## src/raster_slow_axis_waveform_macros.svh

```systemverilog
// Assertion macros for the slow-axis waveform block.
// Define ASSERT_OFF to compile every assertion away.
`ifndef RASTER_SLOW_AXIS_WAVEFORM_MACROS_SVH
`define RASTER_SLOW_AXIS_WAVEFORM_MACROS_SVH

`ifndef ASSERT_OFF

// Implication checked at every rising edge outside reset.
`define RSAW_ASSERT_IMP(lbl, clk, rstn, ante, cons, msg) \
	lbl: assert property (@(posedge clk) disable iff (!rstn) (ante) |-> (cons)) \
		else $error(msg);

// Condition that must never hold outside reset.
`define RSAW_ASSERT_NEVER(lbl, clk, rstn, expr, msg) \
	lbl: assert property (@(posedge clk) disable iff (!rstn) !(expr)) \
		else $error(msg);

`else

`define RSAW_ASSERT_IMP(lbl, clk, rstn, ante, cons, msg)
`define RSAW_ASSERT_NEVER(lbl, clk, rstn, expr, msg)

`endif

`endif

```

## src/rsaw_pkg.sv

```systemverilog
`default_nettype none
package rsaw_pkg;

	// Default field widths
	localparam int SAMPLE_WIDTH_DEF = 16;
	localparam int COUNT_WIDTH_DEF  = 16;

	// Q16 fraction arithmetic
	localparam int FRAC_BITS = 16;
	// quotient bits: fractions run from 0 to 1.0 inclusive
	localparam int FRAC_W    = 17;
	// multiplier operand B width (holds up to 3.0 in Q16)
	localparam int MUL_BW    = 18;
	localparam logic [MUL_BW-1:0] SMOOTH_THREE = MUL_BW'(3 << FRAC_BITS);

	// Register reset values
	localparam int ACTIVE_RESET  = 512;
	localparam int FLYBACK_RESET = 16;
	localparam int START_RESET   = -16384;
	localparam int END_RESET     = 16383;

	// Configuration register indexes
	localparam int CFG_INDEX_WIDTH = 2;
	localparam logic [CFG_INDEX_WIDTH-1:0] REG_ACTIVE  = 2'd0;
	localparam logic [CFG_INDEX_WIDTH-1:0] REG_FLYBACK = 2'd1;
	localparam logic [CFG_INDEX_WIDTH-1:0] REG_START   = 2'd2;
	localparam logic [CFG_INDEX_WIDTH-1:0] REG_END     = 2'd3;

	// Status of a serial arithmetic unit
	typedef struct packed {
		logic busy;
		logic done;
	} unit_status_t;

endpackage
`default_nettype wire

```

## src/rsaw_div.sv

```systemverilog
`default_nettype none
// Radix-2 restoring divider, one quotient bit per cycle.
// The upper dividend bits must be below the divisor (quotient fits QW bits).
module rsaw_div import rsaw_pkg::*; #(
	parameter int DW = COUNT_WIDTH_DEF,
	parameter int QW = FRAC_W
) (
	input  wire logic             clk,
	input  wire logic             arst_n,
	input  wire logic             start,
	input  wire logic [DW+QW-1:0] dividend,
	input  wire logic [DW-1:0]    divisor,
	output logic      [QW-1:0]    quotient,
	output unit_status_t          status
);

	localparam int CNTW = $clog2(QW + 1);

	logic [DW-1:0]   rem_q;
	logic [QW-1:0]   sh_q;
	logic [DW-1:0]   dvs_q;
	logic [CNTW-1:0] cnt_q;
	logic            busy_q;
	logic            done_q;

	logic [DW+1:0]   trial;
	logic            fit;
	logic [DW-1:0]   rem_next;

	// Trial subtract of the divisor from the shifted partial remainder
	always_comb begin
		trial    = {1'b0, rem_q, sh_q[QW-1]} - {2'b00, dvs_q};
		fit      = ~trial[DW+1];
		rem_next = fit ? trial[DW-1:0] : {rem_q[DW-2:0], sh_q[QW-1]};
	end

	// Step control
	always_ff @(posedge clk or negedge arst_n) begin
		if (!arst_n) begin
			busy_q <= 1'b0;
			done_q <= 1'b0;
			cnt_q  <= '0;
		end else begin
			done_q <= 1'b0;
			if (start) begin
				busy_q <= 1'b1;
				cnt_q  <= '0;
			end else if (busy_q) begin
				cnt_q <= cnt_q + 1'b1;
				if (cnt_q == CNTW'(QW - 1)) begin
					busy_q <= 1'b0;
					done_q <= 1'b1;
				end
			end
		end
	end

	// Remainder and quotient shift register
	always_ff @(posedge clk) begin
		if (start) begin
			rem_q <= dividend[DW+QW-1:QW];
			sh_q  <= dividend[QW-1:0];
			dvs_q <= divisor;
		end else if (busy_q) begin
			rem_q <= rem_next;
			sh_q  <= {sh_q[QW-2:0], fit};
		end
	end

	assign quotient    = sh_q;
	assign status.busy = busy_q;
	assign status.done = done_q;

endmodule
`default_nettype wire

```

## src/rsaw_mul.sv

```systemverilog
`default_nettype none
// Serial shift-add multiplier: signed A times unsigned B, one bit of B per cycle.
// Product low bits shift out into the B register as the sum moves right.
module rsaw_mul import rsaw_pkg::*; #(
	parameter int AW = SAMPLE_WIDTH_DEF + 2,
	parameter int BW = MUL_BW
) (
	input  wire logic                    clk,
	input  wire logic                    arst_n,
	input  wire logic                    start,
	input  wire logic signed [AW-1:0]    a,
	input  wire logic        [BW-1:0]    b,
	output logic signed      [AW+BW-1:0] product,
	output unit_status_t                 status
);

	localparam int CNTW = $clog2(BW + 1);

	logic signed [AW-1:0] a_q;
	logic signed [AW-1:0] hi_q;
	logic [BW-1:0]        lo_q;
	logic [CNTW-1:0]      cnt_q;
	logic                 busy_q;
	logic                 done_q;

	logic signed [AW-1:0] addend;
	logic signed [AW:0]   sum;

	// Add A when the current multiplier bit is set
	always_comb begin
		addend = lo_q[0] ? a_q : '0;
		sum    = {hi_q[AW-1], hi_q} + {addend[AW-1], addend};
	end

	// Step control
	always_ff @(posedge clk or negedge arst_n) begin
		if (!arst_n) begin
			busy_q <= 1'b0;
			done_q <= 1'b0;
			cnt_q  <= '0;
		end else begin
			done_q <= 1'b0;
			if (start) begin
				busy_q <= 1'b1;
				cnt_q  <= '0;
			end else if (busy_q) begin
				cnt_q <= cnt_q + 1'b1;
				if (cnt_q == CNTW'(BW - 1)) begin
					busy_q <= 1'b0;
					done_q <= 1'b1;
				end
			end
		end
	end

	// Accumulator and multiplier shift register
	always_ff @(posedge clk) begin
		if (start) begin
			a_q  <= a;
			hi_q <= '0;
			lo_q <= b;
		end else if (busy_q) begin
			hi_q <= sum[AW:1];
			lo_q <= {sum[0], lo_q[BW-1:1]};
		end
	end

	assign product     = {hi_q, lo_q};
	assign status.busy = busy_q;
	assign status.done = done_q;

endmodule
`default_nettype wire

```

## src/raster_slow_axis_waveform.sv

```systemverilog
`default_nettype none
// Slow-axis galvo waveform generator, one DAC sample per line-clock tick.
// s_axis: one transaction per line tick; tdata bit 0 is restart_frame, which
//   sends the line position back to 0 before this tick's sample.
// m_axis: one transaction per tick with the sample code, line number, frame
//   pulse level (tdata), the flyback flag (tuser) and the final-line mark (tlast).
// cfg: write port for active_lines, flyback_lines, start_code, end_code
//   (indexes 0..3); writes are taken every cycle and apply to the next tick.
// Timing: a single active line goes straight to the output register; any other
//   line runs the 17-step bit-serial divider, followed by one (scan) or three
//   (flyback) passes of the 18-step bit-serial multiplier, each unit started
//   from its own hand-off state (S_DGO, S_MGO).
// One tick is worked on at a time; the next tick is taken as soon as the result
//   moves to the output register, even while m_axis is stalled. A stalled
//   output holds its transaction; a second finished sample waits in the engine.
// Reset loads the register defaults (512, 16, -16384, 16383), puts the line
//   position at 0 and empties the output register.
`include "raster_slow_axis_waveform_macros.svh"
module raster_slow_axis_waveform import rsaw_pkg::*; #(
	parameter int SAMPLE_WIDTH = SAMPLE_WIDTH_DEF,
	parameter int COUNT_WIDTH  = COUNT_WIDTH_DEF
) (
	input  wire logic                       clk,
	input  wire logic                       arst_n,
	// restart_frame [0]
	input  wire logic [7:0]                 s_axis_tdata,
	input  wire logic                       s_axis_tvalid,
	output logic                            s_axis_tready,
	// sample_code, line_number, frame_pulse (from bit 0 up), zero padded
	output logic [((SAMPLE_WIDTH+COUNT_WIDTH+2+7)/8)*8-1:0] m_axis_tdata,
	// in_flyback [0]
	output logic [0:0]                      m_axis_tuser,
	output logic                            m_axis_tlast,
	output logic                            m_axis_tvalid,
	input  wire logic                       m_axis_tready,
	input  wire logic                       cfg_valid,
	output logic                            cfg_ready,
	input  wire logic [CFG_INDEX_WIDTH-1:0] cfg_index,
	input  wire logic [((COUNT_WIDTH > SAMPLE_WIDTH) ? COUNT_WIDTH : SAMPLE_WIDTH)-1:0]
	                                        cfg_data
);

	localparam int SW  = SAMPLE_WIDTH;
	localparam int CW  = COUNT_WIDTH;
	localparam int LW  = CW + 1;
	localparam int MA  = (SW + 1 > MUL_BW) ? SW + 1 : MUL_BW;
	localparam int PW  = MA + MUL_BW;
	localparam int RW  = PW - FRAC_BITS;
	localparam int TDW = ((SW + LW + 1 + 7) / 8) * 8;

	typedef enum logic [2:0] {
		S_IDLE,
		S_DGO,
		S_DIV,
		S_MGO,
		S_MUL,
		S_DONE
	} state_t;

	typedef enum logic [1:0] {
		M_SQ,
		M_SMOOTH,
		M_LERP
	} mop_t;

	// Configuration registers
	logic [CW-1:0]        act_cfg_q;
	logic [CW-1:0]        fly_cfg_q;
	logic signed [SW-1:0] start_q;
	logic signed [SW-1:0] end_q;

	// Sequencer state and per-tick working registers
	state_t               state_q;
	mop_t                 mop_q;
	logic [LW-1:0]        lc_q;
	logic [LW-1:0]        line_q;
	logic                 fly_q;
	logic                 fp_q;
	logic                 fe_q;
	logic [CW-1:0]        x_q;
	logic [CW-1:0]        d_q;
	logic signed [SW:0]   diff_q;
	logic signed [SW-1:0] base_q;
	logic [MUL_BW-1:0]    frac_q;
	logic [FRAC_W-1:0]    q_q;
	logic signed [SW-1:0] code_q;

	// Output register
	logic                 out_valid_q;
	logic signed [SW-1:0] out_code_q;
	logic [LW-1:0]        out_line_q;
	logic                 out_fly_q;
	logic                 out_fp_q;
	logic                 out_fe_q;

	// Tick decode
	logic [CW-1:0]        act;
	logic [CW-1:0]        fly;
	logic [LW-1:0]        frame_len;
	logic [LW-1:0]        line;
	logic [LW-1:0]        line_inc;
	logic [LW-1:0]        lc_next;
	logic                 is_fly;
	logic                 single;
	logic                 in_acc;
	logic                 load_out;

	// Arithmetic units
	logic [CW+FRAC_W-1:0] div_dividend;
	logic [FRAC_W-1:0]    div_quot;
	unit_status_t         div_st;
	logic                 div_start;
	logic signed [MA-1:0] mul_a;
	logic [MUL_BW-1:0]    mul_b;
	logic signed [PW-1:0] mul_prod;
	unit_status_t         mul_st;
	logic                 mul_start;
	logic signed [PW-1:0] prod_rnd;
	logic [RW-1:0]        prod_r;

	assign cfg_ready     = 1'b1;
	assign s_axis_tready = (state_q == S_IDLE);
	assign in_acc        = s_axis_tvalid && s_axis_tready;
	assign load_out      = (state_q == S_DONE) && (!out_valid_q || m_axis_tready);

	// Decode line position and frame flags for an incoming tick
	always_comb begin
		act       = (act_cfg_q == '0) ? CW'(1) : act_cfg_q;
		fly       = (fly_cfg_q == '0) ? CW'(1) : fly_cfg_q;
		frame_len = {1'b0, act} + {1'b0, fly};
		line      = (s_axis_tdata[0] || (lc_q >= frame_len)) ? '0 : lc_q;
		line_inc  = line + 1'b1;
		lc_next   = (line_inc >= frame_len) ? '0 : line_inc;
		is_fly    = (line >= {1'b0, act});
		single    = !is_fly && (act == CW'(1));
	end

	// Unit operands
	always_comb begin
		div_dividend = {1'b0, x_q, FRAC_BITS'(0)} + (CW + FRAC_W)'(d_q >> 1);
		div_start    = (state_q == S_DGO);
		mul_start    = (state_q == S_MGO);
		case (mop_q)
			M_SQ: begin
				mul_a = MA'(frac_q);
				mul_b = frac_q;
			end
			M_SMOOTH: begin
				mul_a = MA'(q_q);
				mul_b = SMOOTH_THREE - {frac_q[MUL_BW-2:0], 1'b0};
			end
			M_LERP: begin
				mul_a = MA'(diff_q);
				mul_b = frac_q;
			end
			default: begin
				mul_a = '0;
				mul_b = '0;
			end
		endcase
		prod_rnd = mul_prod + (PW'(1) << (FRAC_BITS - 1));
		prod_r   = prod_rnd[PW-1:FRAC_BITS];
	end

	rsaw_div #(
		.DW (CW),
		.QW (FRAC_W)
	) u_div (
		.clk      (clk),
		.arst_n   (arst_n),
		.start    (div_start),
		.dividend (div_dividend),
		.divisor  (d_q),
		.quotient (div_quot),
		.status   (div_st)
	);

	rsaw_mul #(
		.AW (MA),
		.BW (MUL_BW)
	) u_mul (
		.clk     (clk),
		.arst_n  (arst_n),
		.start   (mul_start),
		.a       (mul_a),
		.b       (mul_b),
		.product (mul_prod),
		.status  (mul_st)
	);

	// Write configuration registers
	always_ff @(posedge clk or negedge arst_n) begin
		if (!arst_n) begin
			act_cfg_q <= CW'(ACTIVE_RESET);
			fly_cfg_q <= CW'(FLYBACK_RESET);
			start_q   <= SW'(START_RESET);
			end_q     <= SW'(END_RESET);
		end else if (cfg_valid && cfg_ready) begin
			case (cfg_index)
				REG_ACTIVE:  act_cfg_q <= cfg_data[CW-1:0];
				REG_FLYBACK: fly_cfg_q <= cfg_data[CW-1:0];
				REG_START:   start_q   <= cfg_data[SW-1:0];
				REG_END:     end_q     <= cfg_data[SW-1:0];
				default: ;
			endcase
		end
	end

	// Sequence one tick through divider and multiplier (skipped for a single active line), then hand off
	always_ff @(posedge clk or negedge arst_n) begin
		if (!arst_n) begin
			state_q     <= S_IDLE;
			mop_q       <= M_SQ;
			lc_q        <= '0;
			line_q      <= '0;
			fly_q       <= 1'b0;
			fp_q        <= 1'b0;
			fe_q        <= 1'b0;
			x_q         <= '0;
			d_q         <= '0;
			diff_q      <= '0;
			base_q      <= '0;
			frac_q      <= '0;
			q_q         <= '0;
			code_q      <= '0;
			out_valid_q <= 1'b0;
			out_code_q  <= '0;
			out_line_q  <= '0;
			out_fly_q   <= 1'b0;
			out_fp_q    <= 1'b0;
			out_fe_q    <= 1'b0;
		end else begin
			// load or drain the output register
			if (load_out) begin
				out_valid_q <= 1'b1;
				out_code_q  <= code_q;
				out_line_q  <= line_q;
				out_fly_q   <= fly_q;
				out_fp_q    <= fp_q;
				out_fe_q    <= fe_q;
			end else if (m_axis_tready) begin
				out_valid_q <= 1'b0;
			end

			case (state_q)
				S_IDLE: begin
					if (in_acc) begin
						lc_q   <= lc_next;
						line_q <= line;
						fly_q  <= is_fly;
						fp_q   <= (line >= frame_len - LW'(2));
						fe_q   <= (line == frame_len - LW'(1));
						if (is_fly) begin
							x_q    <= CW'(line - {1'b0, act} + 1'b1);
							d_q    <= fly;
							diff_q <= {start_q[SW-1], start_q} - {end_q[SW-1], end_q};
							base_q <= end_q;
						end else begin
							x_q    <= line[CW-1:0];
							d_q    <= act - 1'b1;
							diff_q <= {end_q[SW-1], end_q} - {start_q[SW-1], start_q};
							base_q <= start_q;
						end
						if (single) begin
							code_q  <= start_q;
							state_q <= S_DONE;
						end else begin
							state_q <= S_DGO;
						end
					end
				end
				S_DGO: begin
					state_q <= S_DIV;
				end
				S_DIV: begin
					if (div_st.done) begin
						frac_q  <= MUL_BW'(div_quot);
						mop_q   <= fly_q ? M_SQ : M_LERP;
						state_q <= S_MGO;
					end
				end
				S_MGO: begin
					state_q <= S_MUL;
				end
				S_MUL: begin
					if (mul_st.done) begin
						case (mop_q)
							M_SQ: begin
								q_q     <= prod_r[FRAC_W-1:0];
								mop_q   <= M_SMOOTH;
								state_q <= S_MGO;
							end
							M_SMOOTH: begin
								frac_q  <= prod_r[MUL_BW-1:0];
								mop_q   <= M_LERP;
								state_q <= S_MGO;
							end
							default: begin
								code_q  <= base_q + prod_r[SW-1:0];
								state_q <= S_DONE;
							end
						endcase
					end
				end
				S_DONE: begin
					if (load_out) begin
						state_q <= S_IDLE;
					end
				end
				default: begin
					state_q <= S_IDLE;
				end
			endcase
		end
	end

	assign m_axis_tvalid   = out_valid_q;
	assign m_axis_tdata    = TDW'({out_fp_q, out_line_q, out_code_q});
	assign m_axis_tuser[0] = out_fly_q;
	assign m_axis_tlast    = out_fe_q;

	// The final line of a frame is always a return line inside the pulse
	`RSAW_ASSERT_IMP(a_end_in_pulse, clk, arst_n, m_axis_tvalid && m_axis_tlast,
		m_axis_tdata[SW+LW], "frame end outside frame pulse")
	`RSAW_ASSERT_IMP(a_end_in_flyback, clk, arst_n, m_axis_tvalid && m_axis_tlast,
		m_axis_tuser[0], "frame end outside flyback")
	// Divider and multiplier run one after the other, never together
	`RSAW_ASSERT_NEVER(a_units_serial, clk, arst_n, div_st.busy && mul_st.busy,
		"divider and multiplier busy at once")

endmodule
`default_nettype wire

```

## config.mk

```make
export PLATFORM = sky130hd
export DESIGN_NAME = raster_slow_axis_waveform
export DESIGN_NICKNAME = d
export VERILOG_FILES = /design/src/rsaw_pkg.sv /design/src/rsaw_div.sv /design/src/rsaw_mul.sv /design/src/raster_slow_axis_waveform.sv
export VERILOG_INCLUDE_DIRS = /design/src /design/src/src
export SDC_FILE = /design/constraint.sdc
export NUM_CORES = 1
export LEC_CHECK = 0
export ABC_CLOCK_PERIOD_IN_PS = 13700
export BUFFER_PORTS_ARGS = -buffer_cell sky130_fd_sc_hd__buf_2
export CAP_MARGIN = 10
export CORE_MARGIN = 1
export CORE_UTILIZATION = 60
export CTS_CLUSTER_DIAMETER = 120
export DETAILED_ROUTE_END_ITERATION = 8
export GPL_TIMING_DRIVEN = 0
export PLACE_DENSITY = 0.77
export SYNTH_ARGS = -nofsm -noshare
export SYNTH_HDL_FRONTEND = slang
export SYNTH_SLANG_ARGS = --single-unit
```

## constraint.sdc

```tcl
create_clock -name clk -period 13.7 [get_ports clk]
set_clock_uncertainty 0.05 [all_clocks]
set_input_delay 2.055 -clock clk [delete_from_list [all_inputs] [get_ports clk]]
set_output_delay 2.055 -clock clk [all_outputs]
set_load 0.005 [all_outputs]
```

==> Implementation_results.wiki <==
{| class="wikitable"
! Metric !! Value
|-
| RSZ-0062 raised after global routing || no
|-
| Number of post-CTS setup repair buffers || 0
|-
| HP Start || d_q[0]$_DFFE_PN0P_
|-
| Sink Count || around 380
|-
| Post-Synthesis Cell Area || 24500 sq um
|-
| Total Power Consumption || 0.00614 W
|-
| Maximum single-stage delay on the critical path || ~0.46 ns
|-
| Longest Clk Path Bufs || 3
|-
| Initial core utilization || between 60% and 70%
|-
| Number of antenna violations at the first check in global routing || 1
|-
| Number of hold violations in the final report || 0
|-
| Top Family by Delay on Critical Path || simple AND/OR/NAND/NOR gates
|-
| Worst-path clk slew || 0.06 ns
|-
| EDFF count, synth || 85
|-
| Seq cells post-synth || between 300 and 400
|-
| Yosys warning total || 0
|-
| Rel. slew slack || around a third
|-
| Final standard cell utilization of the core || between 60 and 70%
|-
| Total via count after detailed routing || 21.0k
|-
| Largest net degree at the start of global routing || approximately 110
|-
| Wire length of the first global-routing pass || roughly 110000 um
|-
| Half-perimeter wire length after detailed placement || ~56000 um
|-
| Slowest cell on the critical path || sky130_fd_sc_hd__a2111oi_2
|-
| Area contributors post-synth || sky130_fd_sc_hd__dfrtp_1 26%, sky130_fd_sc_hd__edfxtp_1 10%, sky130_fd_sc_hd__ha_1 9.5%
|-
| Final weighted congestion of routability-driven global placement || just under 1
|-
| Combinational family with the most area after synthesis || compound AO/OA/AOI/OAI gates
|-
| Worst path bufs/invs || 10
|-
| Worst ir drop on vdd || 0.000122 V
|-
| WHS || 0.425 ns
|-
| Detailed-routing iteration count for the pre-antenna-repair pass || 6
|-
| Count of antenna-violating nets left after detailed routing || 0
|-
| Worst Tran Pin Value || just under 1 ns
|-
| Vias in the first global route || a little over 20k
|-
| Rows || 73
|-
| Outcome || complete, no violations
|-
| Post-placement cell count || 3306
|-
| Max Transition Viols Final || 0
|-
| Cell at the root of the clock tree || sky130_fd_sc_hd__clkbuf_16
|-
| Class of the worst hold path || reg -> reg
|-
| Share of synthesized area occupied by flip-flops and latches || between 30 and 40%
|-
| Worst-case register-to-register setup slack || roughly 2.4 ns
|-
| Detailed-route vias per instance || 6.21
|-
| Crit Path Class || reg -> reg
|-
| Synth Instances || ~2.7k
|-
| Floorplan die height || 204 um
|-
| Post-synth top area share || between 20% and 30%
|-
| Share of final-layout standard cells stronger than drive strength 1 || between 10 and 15%
|-
| CP endpoint kind || register
|-
| R2r endpoint || lc_q[9]$_DFFE_PN0P_
|-
| # fillers || 3220
|-
| Number of antenna repair diodes || 0
|-
| Standard cell core area || 40000 sq um
|-
| Summed negative setup slack over all endpoints || 0 ns
|-
| Power Density || approximately 230 nW/um^2
|-
| Post-synth top flop || sky130_fd_sc_hd__dfrtp_1
|-
| Worst Reg-to-Reg Cells || between 40 and 50
|-
| Endpoint of the worst hold-timing path || u_div.dvs_q[0]$_DFFE_PP_
|-
| Setup violations, final || 0
|-
| Maximum clock frequency || between 80 and 90 MHz
|-
| Clock buffer count from CTS || 42
|-
| Startpoint Class || register
|-
| Area delta synth->final || 10.3%
|-
| Multiplexer share of the synthesized area || about 6.2%
|-
| Post-layout instance count excluding filler cells || 3384
|-
| Quantity of hold-fixing buffers added after cts || 0
|-
| Die Wd || 204 um
|-
| Total of buffers placed on input and output ports || 61
|-
| Post-synthesis cell type with the largest combined area || sky130_fd_sc_hd__dfrtp_1
|-
| Critical path arrival || 11.71 ns
|-
| Clock tree from TritonCTS || yes
|-
| Static Leakage || roughly 12 nW
|-
| XOR/XNOR share of the synthesized area || 5.81%
|-
| Asr flop ratio synth || between 70% and 80%
|-
| Reported max-cap violation count || 0
|-
| Drt initial violations || a little over 2k
|-
| Simple-Gate Fraction of Synth Area || 16.0%
|-
| Final-stage net count || between 3k and 4k
|-
| Synth Area in Adders || a little over a tenth
|-
| Critical path peak fanout || 10
|-
| DRC violations left || 0
|-
| Distinct cell type count of the synthesized netlist || 97
|-
| Total overflow reported by the global router || 0
|-
| Detail-routed net length per standard cell || 21.8 um
|-
| Area of the die || between 40000 and 50000 sq um
|-
| Number of cells upsized or downsized after cts || 0
|-
| Time the final worst path needs with I/O delays and setup || about 11 ns
|-
| Aggregate global-route resource usage || 35.9%
|-
| Beginning of the worst register-to-register path || act_cfg_q[4]$_DFFE_PN0P_
|-
| Number of top-level design ports || 76
|-
| Final clock period utilization by the worst path || between 80% and 90%
|-
| Number of instances on the worst hold path || 0
|-
| H-tree levels || 2
|-
| Critical path data required time || around 14 ns
|-
| Fraction of the mapped netlist area in compound gates || between 15 and 20%
|-
| Skew-Pair Late Insertion Delay || 0.58 ns
|-
| Total wire length after detailed routing || 73700 um
|-
| Syn Area/Cell || about 9.0 sq um
|}
## layout by cell type (no fill, tap or decap), types with 19 or more instances in the layout
master and instances:
sky130_fd_sc_hd__edfxtp_1 85, sky130_fd_sc_hd__nor3_1 49, sky130_fd_sc_hd__a221oi_1 19, sky130_fd_sc_hd__and2_1 27, sky130_fd_sc_hd__mux2_2 92, sky130_fd_sc_hd__o21ai_1 24, sky130_fd_sc_hd__xnor2_1 100, sky130_fd_sc_hd__ha_1 187
sky130_fd_sc_hd__and3_1 20, sky130_fd_sc_hd__xor2_1 61, sky130_fd_sc_hd__nand2_1 320, sky130_fd_sc_hd__clkbuf_16 43, sky130_fd_sc_hd__clkbuf_1 120, sky130_fd_sc_hd__nand4_1 23, sky130_fd_sc_hd__mux2i_1 47, sky130_fd_sc_hd__dfrtp_1 255
sky130_fd_sc_hd__buf_2 78, sky130_fd_sc_hd__nor2_1 265, sky130_fd_sc_hd__o21a_1 19, sky130_fd_sc_hd__a21oi_1 188, sky130_fd_sc_hd__nand3_1 39, sky130_fd_sc_hd__a21o_1 37, sky130_fd_sc_hd__inv_1 171, sky130_fd_sc_hd__o21ai_0 202
sky130_fd_sc_hd__or3_1 25
## routing by layer
metal / vias up / global-route usage (%) / share of wire [%]
li1: 9664 / - / -
met1: 10191 / 47.4 / 42
met2: 935 / 57.2 / 45
met3: 207 / 7.27 / 8.4
met4: 2 / 15.5 / 4.5
met5: - / 0 / 0.022
## through the flow
| step | setup WS, ns | cell area, sq um |
|---|---|---|
| final | 2.39 | 27100 |
| after floorplan | 4.97 | 24500 |
| after CTS | 2.62 | 27000 |
| after global routing | 1.67 | 27100 |
| after global placement | 2.81 | 25500 |
| after detailed placement | 2.66 | 25600 |
## state kept, by name, summed over array words and instances, names as in the netlist, 17 cells and up
register and cells:
frac_q 18, lc_q 17, u_mul.hi_q 18, line_q 17, u_mul.a_q 18, q_q 17, u_div.quotient 17, diff_q 17
u_mul.lo_q 18, out_line_q 17
## cell type report
| class | instances | area, sq um | area share [%] |
|---|---|---|---|
| flip-flops and latches | 376 | 9770 | 36.1 |
| clock inverters | 21 | 272 | 1.00 |
| multi-input cells | 2012 | 13400 | 49.7 |
| repair buffers | 66 | 408 | 1.51 |
| clock buffers | 55 | 1180 | 4.36 |
| plain buffers | 156 | 694 | 2.57 |
| inverters | 173 | 649 | 2.40 |
| well taps | 525 | 657 | 2.43 |
## report_power, final
group / internal, W / total, W / switching [W] / leakage (nW)
Sequential: 0.00158 / 0.00190 / 0.000315 / 4.43
Combinational: 0.00119 / 0.00304 / 0.00185 / 7.25
Clock: 0.000721 / 0.00120 / 0.000482 / 0.711
## cell usage after synthesis (6+ instances only)
cell / n
sky130_fd_sc_hd__nor4_1: 16
sky130_fd_sc_hd__nand4_1: 23
sky130_fd_sc_hd__nand3b_1: 11
sky130_fd_sc_hd__fa_1: 12
sky130_fd_sc_hd__or3_1: 25
sky130_fd_sc_hd__o21bai_1: 14
sky130_fd_sc_hd__edfxtp_1: 85
sky130_fd_sc_hd__mux2i_1: 47
sky130_fd_sc_hd__ha_1: 187
sky130_fd_sc_hd__xnor2_1: 100
sky130_fd_sc_hd__a31oi_1: 16
sky130_fd_sc_hd__nand2b_1: 16
sky130_fd_sc_hd__buf_4: 13
sky130_fd_sc_hd__o21ai_0: 202
sky130_fd_sc_hd__a221oi_1: 19
sky130_fd_sc_hd__nor2b_1: 17
sky130_fd_sc_hd__dfstp_2: 18
sky130_fd_sc_hd__o21ai_1: 24
sky130_fd_sc_hd__buf_2: 18
sky130_fd_sc_hd__a211o_1: 8
sky130_fd_sc_hd__dfxtp_1: 18
sky130_fd_sc_hd__nor3_1: 49
sky130_fd_sc_hd__mux2_2: 92
sky130_fd_sc_hd__a21o_1: 37
sky130_fd_sc_hd__a22o_1: 7
sky130_fd_sc_hd__nand2_1: 320
sky130_fd_sc_hd__xor2_1: 61
sky130_fd_sc_hd__and3_1: 20
sky130_fd_sc_hd__clkbuf_1: 114
sky130_fd_sc_hd__o31ai_1: 11
sky130_fd_sc_hd__and2_1: 27
sky130_fd_sc_hd__o21a_1: 19
sky130_fd_sc_hd__nor3b_1: 7
sky130_fd_sc_hd__a21oi_1: 188
sky130_fd_sc_hd__nand3_1: 39
sky130_fd_sc_hd__a21boi_0: 16
sky130_fd_sc_hd__inv_1: 171
sky130_fd_sc_hd__dfrtp_1: 255
sky130_fd_sc_hd__a211oi_1: 11
sky130_fd_sc_hd__buf_1: 6
sky130_fd_sc_hd__nor2_1: 265
## kinds of logic after synthesis
logic type	after synthesis
AOI/OAI and AO/OA	638
xor gates and xnor gates	162
adders and majority gates	200
buffers and inverters	329
DFF	376
muxes	140
other	2
and+or+nand+nor	865
## how the worst max path moves through the flow
stage | from | cells past startpoint | end
5_1_grt | act_cfg_q[4]$_DFFE_PN0P_ | 46 | lc_q[12]$_DFFE_PN0P_
2_1_floorplan | act_cfg_q[4]$_DFFE_PN0P_ | 46 | lc_q[9]$_DFFE_PN0P_
4_1_cts | act_cfg_q[4]$_DFFE_PN0P_ | 46 | lc_q[9]$_DFFE_PN0P_
3_5_place_dp | act_cfg_q[4]$_DFFE_PN0P_ | 46 | lc_q[9]$_DFFE_PN0P_
3_3_place_gp | act_cfg_q[4]$_DFFE_PN0P_ | 46 | lc_q[9]$_DFFE_PN0P_
6_report | act_cfg_q[4]$_DFFE_PN0P_ | 46 | lc_q[9]$_DFFE_PN0P_
No activity file was read; power rests on OpenSTA's default activity.
